--- config.mk ---
export PLATFORM = sky130hd
export DESIGN_NAME = integer_to_roman_encoder_flat
export DESIGN_NICKNAME = d
export VERILOG_FILES = /design/src/design/i2r_pkg.sv /design/src/design/i2r_if.sv /design/src/design/i2r_sequencer.sv /design/src/design/integer_to_roman_encoder.sv /design/src/flat_wrapper.sv
export SDC_FILE = /design/constraint.sdc
export NUM_CORES = 1
export LEC_CHECK = 0
export ABC_AREA = 1
export BUFFER_PORTS_ARGS = -buffer_cell sky130_fd_sc_hd__buf_2
export CORE_MARGIN = 2
export CORE_UTILIZATION = 60
export CTS_CLUSTER_DIAMETER = 100
export DETAILED_ROUTE_END_ITERATION = 12
export GPL_TIMING_DRIVEN = 0
export PLACE_DENSITY = 0.8
export SLEW_MARGIN = 20
export SYNTH_ARGS = -nofsm -noshare
export SYNTH_HDL_FRONTEND = slang
export SYNTH_SLANG_ARGS = --single-unit
--- constraint.sdc ---
create_clock -name clk -period 3.25 [get_ports clk]
set_clock_uncertainty 0.15 [all_clocks]
set_input_delay 0.4875 -clock clk [delete_from_list [all_inputs] [get_ports clk]]
set_output_delay 0.4875 -clock clk [all_outputs]
set_load 0.01 [all_outputs]
--- src/design/i2r_pkg.sv ---
// ----------------------------------------------------------------------------
// i2r_pkg
// Types, symbol codes and the microcode program of the integer to Roman
// numeral encoder.
// ----------------------------------------------------------------------------
package i2r_pkg;

  localparam int unsigned VALUE_W  = 12;
  localparam int unsigned SYMBOL_W = 8;
  localparam int unsigned WEIGHT_W = 10;
  localparam int unsigned PC_W     = 5;

  localparam logic [VALUE_W-1:0] VALUE_MAX = 12'd3999;

  // ASCII codes of the numerals
  localparam logic [SYMBOL_W-1:0] SYM_NONE = 8'h00;
  localparam logic [SYMBOL_W-1:0] SYM_I    = 8'h49;
  localparam logic [SYMBOL_W-1:0] SYM_V    = 8'h56;
  localparam logic [SYMBOL_W-1:0] SYM_X    = 8'h58;
  localparam logic [SYMBOL_W-1:0] SYM_L    = 8'h4C;
  localparam logic [SYMBOL_W-1:0] SYM_C    = 8'h43;
  localparam logic [SYMBOL_W-1:0] SYM_D    = 8'h44;
  localparam logic [SYMBOL_W-1:0] SYM_M    = 8'h4D;

  // Microcode operations
  //   OP_REP  : while remainder >= weight emit symbol and subtract, else advance
  //   OP_ONCE : if remainder >= weight emit symbol and subtract; advance
  //   OP_HEAD : if remainder >= weight emit symbol and advance, else jump
  //   OP_TAIL : emit symbol, subtract weight, advance
  typedef enum logic [1:0] {
    OP_REP  = 2'd0,
    OP_ONCE = 2'd1,
    OP_HEAD = 2'd2,
    OP_TAIL = 2'd3
  } op_t;

  typedef struct packed {
    op_t                 op;
    logic [WEIGHT_W-1:0] weight;
    logic [SYMBOL_W-1:0] symbol;
    logic [PC_W-1:0]     jump;
  } ucode_t;

  typedef enum logic [1:0] {
    ST_IDLE = 2'd0,
    ST_RUN  = 2'd1,
    ST_ERR  = 2'd2
  } seq_state_t;

  // Control from the top level into the sequencer
  typedef struct packed {
    logic               start;
    logic [VALUE_W-1:0] value;
    logic               advance;
  } seq_ctl_t;

  // One character leaving the sequencer
  typedef struct packed {
    logic                valid;
    logic [SYMBOL_W-1:0] symbol;
    logic                last;
    logic                error;
  } emit_t;

  localparam logic [PC_W-1:0] PC_LAST = 5'd18;

  // Greedy subtractive program: 1000, 900, 500, 400, 100, 90, 50, 40, 10,
  // 9, 5, 4, 1; two-character forms take a head and a tail step.
  function automatic ucode_t ucode_rom(input logic [PC_W-1:0] pc);
    ucode_t w;
    unique case (pc)
      5'd0:    w = '{OP_REP,  10'd1000, SYM_M, 5'd0};
      5'd1:    w = '{OP_HEAD, 10'd900,  SYM_C, 5'd3};
      5'd2:    w = '{OP_TAIL, 10'd900,  SYM_M, 5'd0};
      5'd3:    w = '{OP_ONCE, 10'd500,  SYM_D, 5'd0};
      5'd4:    w = '{OP_HEAD, 10'd400,  SYM_C, 5'd6};
      5'd5:    w = '{OP_TAIL, 10'd400,  SYM_D, 5'd0};
      5'd6:    w = '{OP_REP,  10'd100,  SYM_C, 5'd0};
      5'd7:    w = '{OP_HEAD, 10'd90,   SYM_X, 5'd9};
      5'd8:    w = '{OP_TAIL, 10'd90,   SYM_C, 5'd0};
      5'd9:    w = '{OP_ONCE, 10'd50,   SYM_L, 5'd0};
      5'd10:   w = '{OP_HEAD, 10'd40,   SYM_X, 5'd12};
      5'd11:   w = '{OP_TAIL, 10'd40,   SYM_L, 5'd0};
      5'd12:   w = '{OP_REP,  10'd10,   SYM_X, 5'd0};
      5'd13:   w = '{OP_HEAD, 10'd9,    SYM_I, 5'd15};
      5'd14:   w = '{OP_TAIL, 10'd9,    SYM_X, 5'd0};
      5'd15:   w = '{OP_ONCE, 10'd5,    SYM_V, 5'd0};
      5'd16:   w = '{OP_HEAD, 10'd4,    SYM_I, 5'd18};
      5'd17:   w = '{OP_TAIL, 10'd4,    SYM_V, 5'd0};
      default: w = '{OP_REP,  10'd1,    SYM_I, PC_LAST};
    endcase
    return w;
  endfunction

endpackage

--- src/design/i2r_if.sv ---
// ----------------------------------------------------------------------------
// i2r_if
// Handshake channels of the encoder: integer in, numeral characters out.
// ----------------------------------------------------------------------------
interface i2r_value_if;
  logic                           valid;
  logic                           ready;
  logic [i2r_pkg::VALUE_W-1:0]    value;

  modport source (output valid, output value, input ready);
  modport sink   (input valid, input value, output ready);
endinterface

interface i2r_symbol_if;
  logic                           valid;
  logic                           ready;
  logic [i2r_pkg::SYMBOL_W-1:0]   symbol;
  logic                           last;
  logic                           error;

  modport source (output valid, output symbol, output last, output error, input ready);
  modport sink   (input valid, input symbol, input last, input error, output ready);
endinterface

--- src/design/i2r_sequencer.sv ---
// ----------------------------------------------------------------------------
// i2r_sequencer
// Microcoded sequencer: a step counter walks the program table, one control
// word per unstalled cycle compares and subtracts against the rem register.
// ----------------------------------------------------------------------------
module i2r_sequencer (
  input  logic              clk,
  input  logic              rst,
  input  i2r_pkg::seq_ctl_t ctl,
  output i2r_pkg::emit_t    emit,
  output logic              busy
);

  i2r_pkg::seq_state_t            state;
  i2r_pkg::seq_state_t            state_next;
  logic [i2r_pkg::PC_W-1:0]       pc;
  logic [i2r_pkg::PC_W-1:0]       pc_next;
  logic [i2r_pkg::VALUE_W-1:0]    rem;
  logic [i2r_pkg::VALUE_W-1:0]    rem_next;

  i2r_pkg::ucode_t                uw;
  logic [i2r_pkg::VALUE_W-1:0]    weight;
  logic [i2r_pkg::VALUE_W-1:0]    diff;
  logic                           ge;
  logic                           bad_value;

  // Decode the current control word
  always_comb begin
    uw     = i2r_pkg::ucode_rom(pc);
    weight = {{(i2r_pkg::VALUE_W - i2r_pkg::WEIGHT_W){1'b0}}, uw.weight};
    diff   = rem - weight;
    ge     = (rem >= weight);
    bad_value = (ctl.value == '0) || (ctl.value > i2r_pkg::VALUE_MAX);
  end

  // State, step counter and remainder
  always_ff @(posedge clk) begin
    if (rst) begin
      state <= i2r_pkg::ST_IDLE;
      pc    <= '0;
    end else begin
      state <= state_next;
      pc    <= pc_next;
    end
    rem <= rem_next;
  end

  // Next step and character emission
  always_comb begin
    state_next  = state;
    pc_next     = pc;
    rem_next    = rem;
    emit.valid  = 1'b0;
    emit.symbol = uw.symbol;
    emit.last   = 1'b0;
    emit.error  = 1'b0;
    busy        = (state != i2r_pkg::ST_IDLE);

    unique case (state)
      i2r_pkg::ST_IDLE: begin
        if (ctl.start) begin
          pc_next    = '0;
          rem_next   = ctl.value;
          state_next = bad_value ? i2r_pkg::ST_ERR : i2r_pkg::ST_RUN;
        end
      end
      i2r_pkg::ST_ERR: begin
        if (ctl.advance) begin
          emit.valid  = 1'b1;
          emit.symbol = i2r_pkg::SYM_NONE;
          emit.last   = 1'b1;
          emit.error  = 1'b1;
          state_next  = i2r_pkg::ST_IDLE;
        end
      end
      i2r_pkg::ST_RUN: begin
        if (ctl.advance) begin
          unique case (uw.op)
            i2r_pkg::OP_REP: begin
              if (ge) begin
                emit.valid = 1'b1;
                emit.last  = (diff == '0);
                rem_next   = diff;
              end else begin
                pc_next = pc + 1'b1;
              end
            end
            i2r_pkg::OP_ONCE: begin
              if (ge) begin
                emit.valid = 1'b1;
                emit.last  = (diff == '0);
                rem_next   = diff;
              end
              pc_next = pc + 1'b1;
            end
            i2r_pkg::OP_HEAD: begin
              if (ge) begin
                emit.valid = 1'b1;
                pc_next    = pc + 1'b1;
              end else begin
                pc_next = uw.jump;
              end
            end
            i2r_pkg::OP_TAIL: begin
              emit.valid = 1'b1;
              emit.last  = (diff == '0);
              rem_next   = diff;
              pc_next    = pc + 1'b1;
            end
            default: pc_next = pc;
          endcase
          // Finish once the remainder is spent
          if (emit.last) begin
            state_next = i2r_pkg::ST_IDLE;
          end
        end
      end
      default: state_next = i2r_pkg::ST_IDLE;
    endcase
  end

endmodule

--- src/design/integer_to_roman_encoder.sv ---
// ----------------------------------------------------------------------------
// integer_to_roman_encoder
// Converts an integer from 1 to 3999 into its Roman numeral, one ASCII
// character per transfer, flagging the last; out-of-range values give one
// error transfer.
// ----------------------------------------------------------------------------
//  channel  modport  payload                        role
//  num      sink     value[11:0]                    integer to convert
//  sym      source   symbol[7:0], last, error       one numeral character
//
//  A value is accepted, then one program step runs per cycle while the output
//  can take a character: one step per character plus one per untaken
//  microcode step (3888: 15 characters and 9 untaken steps).
//  An out-of-range value is accepted, then gives its error transfer.
//  Reset clears the sequencer state and the output valid; nothing needs a sweep.
//  The sequencer holds while the output register is full and not taken; the
//  next value is taken as soon as the last character sits in that register.
// ----------------------------------------------------------------------------
module integer_to_roman_encoder (
  input  logic                clk,
  input  logic                rst,
  i2r_value_if.sink           num,
  i2r_symbol_if.source        sym
);

  i2r_pkg::seq_ctl_t            ctl;
  i2r_pkg::emit_t               emit;
  logic                         busy;

  logic                         out_valid;
  logic [i2r_pkg::SYMBOL_W-1:0] out_symbol;
  logic                         out_last;
  logic                         out_error;

  // Drive the sequencer
  always_comb begin
    num.ready   = !busy;
    ctl.start   = num.valid && !busy;
    ctl.value   = num.value;
    ctl.advance = !out_valid || sym.ready;
  end

  i2r_sequencer u_seq (
    .clk  (clk),
    .rst  (rst),
    .ctl  (ctl),
    .emit (emit),
    .busy (busy)
  );

  // Output register: load a new character, drop it once transferred
  always_ff @(posedge clk) begin
    if (rst) begin
      out_valid <= 1'b0;
    end else if (emit.valid) begin
      out_valid <= 1'b1;
    end else if (sym.ready) begin
      out_valid <= 1'b0;
    end
    if (emit.valid) begin
      out_symbol <= emit.symbol;
      out_last   <= emit.last;
      out_error  <= emit.error;
    end
  end

  assign sym.valid  = out_valid;
  assign sym.symbol = out_symbol;
  assign sym.last   = out_last;
  assign sym.error  = out_error;

  // Error transfer is a single closing character with no symbol
  a_err_last: assert property (@(posedge clk) disable iff (rst)
    (sym.valid && sym.error) |-> (sym.last && (sym.symbol == i2r_pkg::SYM_NONE)))
    else $error("error transfer without last or with a symbol");

  // A character is only produced when the output register can take it
  a_no_overwrite: assert property (@(posedge clk) disable iff (rst)
    emit.valid |-> (!out_valid || sym.ready))
    else $error("sequencer overwrote a pending character");

  // A pending non-final character means the value is still being worked on
  a_busy_mid_run: assert property (@(posedge clk) disable iff (rst)
    (sym.valid && !sym.last) |-> busy)
    else $error("sequencer idle in the middle of a numeral");

  // An accepted value occupies the sequencer in the following cycle
  a_accept_busy: assert property (@(posedge clk) disable iff (rst)
    (num.valid && num.ready) |=> busy)
    else $error("accepted value did not start the sequencer");

endmodule
--- src/flat_wrapper.sv ---
// flat-port wrapper written by rule: the top's interface ports become plain ports
module integer_to_roman_encoder_flat 
  (clk, rst, num_valid, num_value, num_ready, sym_valid, sym_symbol, sym_last, sym_error, sym_ready);
  i2r_value_if num_i ();
  i2r_symbol_if sym_i ();
  input  logic clk;
  input  logic rst;
  input wire logic [$bits(num_i.valid)-1:0] num_valid;
  input wire logic [$bits(num_i.value)-1:0] num_value;
  output wire logic [$bits(num_i.ready)-1:0] num_ready;
  output wire logic [$bits(sym_i.valid)-1:0] sym_valid;
  output wire logic [$bits(sym_i.symbol)-1:0] sym_symbol;
  output wire logic [$bits(sym_i.last)-1:0] sym_last;
  output wire logic [$bits(sym_i.error)-1:0] sym_error;
  input wire logic [$bits(sym_i.ready)-1:0] sym_ready;
  assign num_i.valid = num_valid;
  assign num_i.value = num_value;
  assign num_ready = num_i.ready;
  assign sym_valid = sym_i.valid;
  assign sym_symbol = sym_i.symbol;
  assign sym_last = sym_i.last;
  assign sym_error = sym_i.error;
  assign sym_i.ready = sym_ready;
  integer_to_roman_encoder u_core (.clk(clk), .rst(rst), .num(num_i), .sym(sym_i));
endmodule
==> out/metrics.cfg, run 1 <==
[hold_path]
hold_path_class = primary input to flip-flop
worstHoldEndpoint = u_core.sym.valid
hold_path_depth = 2
worstHoldStart = rst

[die]
die_h_microns = 77.1
io_pins = 28
rows = 26
die_w_microns = 77.1
dieArea_sq_um = 5940
start_util = 0.623
core_sq_um = 5140

[pwr]
vdd_drop_max_uv = 383
p_leak_uw = 0.00190
finalPower_uw = 3030
cellPowerDensity_nw_per_um2 = 832

[critical_path]
r2r_cells = 21
required_ns = 3.28
end_kind = flip-flop
cpLargestDelayFamily = simple AND/OR/NAND/NOR gates
reg2reg_from = u_core.u_seq.rem[0]
worstPathArrival_ns = 3.11
r2r-end = u_core.u_seq.uw[24]
cpMostUsedCell = nand2_2
worstSetupPathType = flip-flop to flip-flop
slowest_delay_ns = 0.40
path_max_fanout = 5
worst_path_max_delay_cell = fa_2
crit_path_start_kind = flip-flop
reg2reg_slack_ns = 0.17
crit_path_cell_trace = inv_1 -> ha_2 -> fa_2 -> inv_1 -> nand2_1 -> nand2_1 -> nand2_2 -> nand2_2 -> nand2_4 -> nand3_4 -> nand2_2 -> nand2_4 -> nand2_2 -> o21ai_2 -> nand2_2 -> buf_6 -> ha_1 -> nand2_1 -> o21ai_0 -> nand2_1 -> nand3_1
crit_buf_inv = 3

[grt]
antenna_found_initial = 0
grt_max_degree = 19
grt_util_all_layers = 0.262
grt_overflow = 0
grt_pass1_wl_microns = 12500
grt_pass1_vias = 2784

[layout]
area_growth_pct = 13.7
drive_gt1_frac = 0.193
fin_area_sq_um = 3640
fill_cells = 445
fin_nets = 521
diodes = 0

[timing]
whs_ns = 0.205
worst_slew_pin_slew_ns = 0.840
setup_slack_ns = 0.171
max-slew-margin-rel = 0.440
finalMaxSlewViolations = 0
finalSetupTns_ns = 0
clock.fmax_mhz = 325
hold_violations = 0
layout_min_cycle_time_ns = 3.08
finalSetupViolations = 0
period_share = 0.947

[cts]
clkLatencyLatePin_ns = 0.31
cts_tree = yes
cts_htree_levels = 2
clock-root-buffer = clkbuf_8
clkTransAtPathRegs_ns = 0.11
holdBufCountCts = 0
cts_buffer_depth = 2
cts.sinks = 49
cts_buffers = 5

[drt]
routed_wl_microns = 7740
drtPass1Iterations = 5
viasPerCell = 5.41
antenna_left = 0
post_drt_wl_per_cell_microns = 14.0
vias = 2992
drtIter0Drc = 169
drc_errors = 0

[yosys]
synth_xor_area_frac = 0.0219
synth-compound-area-share = 0.0945
ys_seq_elements = 49
synth_top_family_by_area = simple AND/OR/NAND/NOR gates
ys_warn_count = 0
synth_cell_types = 41
seq_area_frac_synth = 0.369
synth.area.mux_share = 0
synthSimpleGateAreaFrac = 0.327
syn_avg_cell_area_sq_um = 7.25
syn_inst = 442
synthArstFlopShare = 0
synthesis.area_sq_um = 3200
synth_edf_count = 20
synth_fa_ha_area_frac = 0.0922
ys.flop_type = dfxtp_1

[place]
portBuffers = 25
hpwlAfterDp_microns = 5870
dpl_worst_slack_ns = -0.0707
placed_cell_area_sq_um = 3420
gp_congestion = 0.930

[job]
drv_cap = 0

[status]
status = completed

[layout make-up]
cell class | count | area (sq um) | area share
Multi-Input combinational cell | 322 | 1790 | 0.491
Sequential cell | 49 | 1180 | 0.324
Inverter | 62 | 236 | 0.0649
Timing Repair Buffer | 32 | 181 | 0.0498
Tap cell | 70 | 87.6 | 0.0240
Buffer | 10 | 70.1 | 0.0192
Clock buffer | 5 | 68.8 | 0.0189
Clock inverter | 3 | 28.8 | 0.00790
[state kept, by name, indices dropped and copies added (netlist names)]
name	flops
u_core.sym.error	1
u_core.sym.last	1
u_core.sym.symbol	6
u_core.sym.valid	1
u_core.u_seq.pc	5
u_core.u_seq.rem	12
u_core.u_seq.state	2
u_core.u_seq.uw	21
[how the worst max path moves through the flow]
stage | from | to | slack, ns | cells past startpoint
floorplan | u_core.u_seq.rem[0] | u_core.u_seq.rem[0] | 0.30 | 12
global placement | u_core.u_seq.rem[0] | u_core.u_seq.rem[0] | -0.41 | 12
detailed placement | u_core.u_seq.rem[0] | u_core.u_seq.uw[7] | -0.07 | 22
CTS | u_core.u_seq.rem[0] | u_core.u_seq.uw[1] | 0.04 | 21
global route | u_core.u_seq.rem[0] | u_core.u_seq.uw[7] | -0.04 | 22
finish | u_core.u_seq.rem[0] | u_core.u_seq.uw[24] | 0.17 | 21
[cells by family (layout without fill, tap and decap cells)]
| family | Yosys count | after routing |
|---|---|---|
| buffers and inverters | 72 | 112 |
| xor gates and xnor gates | 8 | 8 |
| and+or+nand+nor | 234 | 234 |
| AOI/OAI and AO/OA | 55 | 55 |
| other | 1 | 2 |
| DFF | 49 | 49 |
| adders and majority gates | 23 | 23 |
[cells in the final DEF (no fill, tap or decap), types with 4 or more instances in the layout]
master	synthesis	final
a31oi_1	4	4
ha_1	22	18
buf_4	2	8
o21ai_0	15	14
edfxtp_1	20	20
dfxtp_1	29	29
nor3_1	4	4
buf_6	3	4
ha_2	0	4
nand2_2	10	13
inv_2	4	6
clkbuf_8	0	5
nand3_1	31	29
buf_2	2	27
o21ai_1	11	10
xor2_1	6	6
nand2_4	3	4
inv_1	57	54
nand4_1	7	7
a21oi_1	17	16
nand2_1	134	130
nor2_1	30	30
[where the power goes]
group	switching (uW)	internal, uW	leakage, uW
clock	227	163	0.0000511
sequential	76.1	886	0.000422
combinational	1090	592	0.00143
[synthesized netlist by cell type (3+ instances only)]
| cell | count | share of area |
|---|---|---|
| nand3_1 | 31 | 0.048 |
| xor2_1 | 6 | 0.016 |
| a21oi_1 | 17 | 0.027 |
| nor2_1 | 30 | 0.035 |
| o21ai_1 | 11 | 0.017 |
| dfxtp_1 | 29 | 0.18 |
| a31oi_1 | 4 | 0.0078 |
| nor2_2 | 3 | 0.0059 |
| ha_1 | 22 | 0.086 |
| inv_1 | 57 | 0.067 |
| nand2_2 | 10 | 0.020 |
| inv_2 | 4 | 0.0047 |
| buf_6 | 3 | 0.011 |
| nand2_1 | 134 | 0.16 |
| o21ai_0 | 15 | 0.023 |
| edfxtp_1 | 20 | 0.19 |
| nand2_4 | 3 | 0.011 |
| nor3_1 | 4 | 0.0062 |
| nand4_1 | 7 | 0.014 |
| nor4_1 | 3 | 0.0059 |
[routing by layer]
metal / global-route usage / part of all wire / vias to the layer above
li1: - / - / 1505
met1: 0.322 / 0.43 / 1375
met2: 0.467 / 0.50 / 94
met3: 0.0306 / 0.042 / 18
met4: 0.105 / 0.028 / 0
met5: 0 / 0 / -
[timing repair]
item                                    CTS  global route
resized for setup                         2            21
buffers inserted                          3             4
endpoints found under the setup margin   10            17
pin swaps                                 0             5
[stage by stage]
stage / utilization / std cells
2_1_floorplan: - / 443
3_3_place_gp: 0.666 / 538
3_5_place_dp: 0.666 / 538
4_1_cts: 0.691 / 549
5_1_grt: 0.709 / 553
6_report: 0.709 / 553
Note: power is estimated with default switching activity, not from simulation.
==> run 2: changes to the inputs <==
--- a/config.mk
+++ b/config.mk
@@ -11,7 +11,7 @@
 export CORE_UTILIZATION = 60
 export CTS_CLUSTER_DIAMETER = 100
 export DETAILED_ROUTE_END_ITERATION = 12
-export GPL_TIMING_DRIVEN = 0
+export GPL_ROUTABILITY_DRIVEN = 0
 export PLACE_DENSITY = 0.8
 export SLEW_MARGIN = 20
 export SYNTH_ARGS = -nofsm -noshare
==> out/metrics.cfg, run 2 (synthesis results as in run 1) <==
[hold_path]
hold_path_class = primary input to flip-flop
hold_path_depth = 2  ; unchanged

[drt]
viasPerCell = 5.36  ; -1.0%
vias = 2908  ; -2.8%
drtIter0Drc = 230  ; +36%
antenna_left = 0  ; unchanged
post_drt_wl_per_cell_microns = 13.4  ; -4.2%
drc_errors = 0  ; unchanged
drtPass1Iterations = 4  ; -1
routed_wl_microns = 7290  ; -5.9%

[pwr]
vdd_drop_max_uv = 452  ; +18%
finalPower_uw = 2950  ; -2.8%
p_leak_uw = 0.00186  ; -2.3%
cellPowerDensity_nw_per_um2 = 835  ; +0.31%

[layout]
fin_nets = 511  ; -1.9%
area_growth_pct = 10.2
largest_reg_flops = 21  ; unchanged
final_cells = 543  ; -1.8%
multi_input_area_sq_um = 1750  ; -2.0%
diodes = 0  ; unchanged
fill_cells = 445  ; unchanged
layout_common_cells = 132 x nand2_1, 54 x inv_1, 30 x nor2_1, 30 x nand3_1, 29 x dfxtp_1
drive_gt1_frac = 0.167  ; -0.0255
ff_latch_area_sq_um = 1180  ; unchanged
layout_commonest_cell = nand2_1

[timing]
period_share = 0.915  ; -0.0319
finalMaxSlewViolations = 0  ; unchanged
worst_slew_pin_slew_ns = 0.550  ; -0.290 ns
finalSetupTns_ns = 0  ; unchanged
clock.fmax_mhz = 336  ; +3.5%
hold_violations = 0  ; unchanged
max-slew-margin-rel = 0.633  ; +0.193
layout_min_cycle_time_ns = 2.98  ; -0.104 ns
rsz0062_at_grt = no
finalSetupViolations = 0  ; unchanged

[critical_path]
end_kind = flip-flop
cp.depth = 18  ; -14%
worstPathArrival_ns = 3.08  ; -0.03 ns
crit_buf_inv = 1  ; -2
worstSetupPathType = flip-flop to flip-flop
crit_path_start_kind = flip-flop
required_ns = 3.35  ; +0.07 ns
cpLargestDelayFamily = simple AND/OR/NAND/NOR gates
cpMostUsedCell = nand2_1
crit_path_cell_trace = ha_1 -> or2_1 -> nand2_2 -> nand2_2 -> nand2_4 -> nand3_2 -> nor2_2 -> nand2_1 -> nand2_1 -> nand2_1 -> nand2_1 -> nand2_4 -> inv_2 -> ha_2 -> nand3_1 -> o21ai_1 -> nand2_1 -> nand3_1
r2r_cells = 18  ; -14%
slowest_delay_ns = 0.40  ; about the same
path_max_fanout = 6  ; +1
worst_path_max_delay_cell = edfxtp_1

[grt]
grt_util_all_layers = 0.260  ; -0.00254
grt_max_degree = 21  ; +2
grt_pass1_vias = 2670  ; -4.1%
grt_pass1_wl_microns = 12300  ; -2.1%
grt_overflow = 0  ; unchanged
antenna_found_initial = 0  ; unchanged

[die]
io_pins = 28  ; unchanged
die_h_microns = 77.1  ; unchanged
die_w_microns = 77.1  ; unchanged
rows = 26  ; unchanged
core_sq_um = 5140  ; unchanged
start_util = 0.623  ; unchanged
dieArea_sq_um = 5940  ; unchanged

[cts]
cts_tree = yes
clkTransAtPathRegs_ns = 0.10  ; about the same
cts_htree_levels = 2  ; unchanged
cts_buffer_depth = 2  ; unchanged
clkLatencyLatePin_ns = 0.31  ; about the same
cts_buffers = 5  ; unchanged
clock-root-buffer = clkbuf_8
cts.sinks = 49  ; unchanged

[job]
drv_cap = 0  ; unchanged

[place]
hpwlAfterDp_microns = 5650  ; -3.7%
portBuffers = 25  ; unchanged
dp_cells = 534  ; -0.74%

[status]
status = completed

==> run 2: cell count changes in the layout (fill, tap and decap cells not counted), sizes merged <==
cell    previous run  this run
clkbuf             6         5
buf               41        32
inv               64        63
clkinv             1         2
==> run 2: per-stage QoR <==
stage               hold slack, ns  utilization  cell area [sq um]  worst slack [ns]
floorplan                    0.327            -               3210             0.303
global route                 0.160        0.687               3530            0.0322
global placement             0.356        0.661               3400             0.165
finish                       0.172        0.687               3530             0.275
detailed placement           0.369        0.661               3400             0.105
CTS                          0.169        0.680               3490            0.0814
==> run 2: what timing repair did <==
item,in CTS,in global routing
setup buffers,0,1
endpoints found under the setup margin,0,18
gates resized for setup,0,13
hold buffers,0,0
==> run 2: where the power goes <==
group	total (uW)	leakage, uW	switching (uW)	internal (uW)
Sequential	964	0.000422	80.1	884
Clock	388	0.0000506	227	161
Combinational	1600	0.00138	1030	564
Total	2950	0.00186	1340	1610
==> run 2: routing by layer <==
metal	up-vias	wire length, microns	GRT usage
met4	0	308	0.127
met1	1285	3100	0.324
li1	1484	-	-
met3	27	383	0.0318
met5	-	0	0
met2	112	3490	0.445
==> run 2: final cells by class <==
type                            count  share of cell area
Timing Repair Buffer               32              0.0503
Clock buffer                        5              0.0195
Inverter                           62              0.0663
Sequential cell                    49               0.335
Clock inverter                      3             0.00815
Multi-Input combinational cell    322               0.496
Tap cell                           70              0.0248
==> run 2: final timing paths <==
check | startpoint | endpoint | slack (ns)
setup / recovery | u_core.u_seq.rem[3] | u_core.u_seq.uw[7] | 0.27
hold / removal | rst | u_core.sym.valid | 0.17
setup reg to reg | u_core.u_seq.rem[3] | u_core.u_seq.uw[7] | 0.27
hold reg to reg | u_core.u_seq.state[0] | u_core.u_seq.state[0] | 0.38
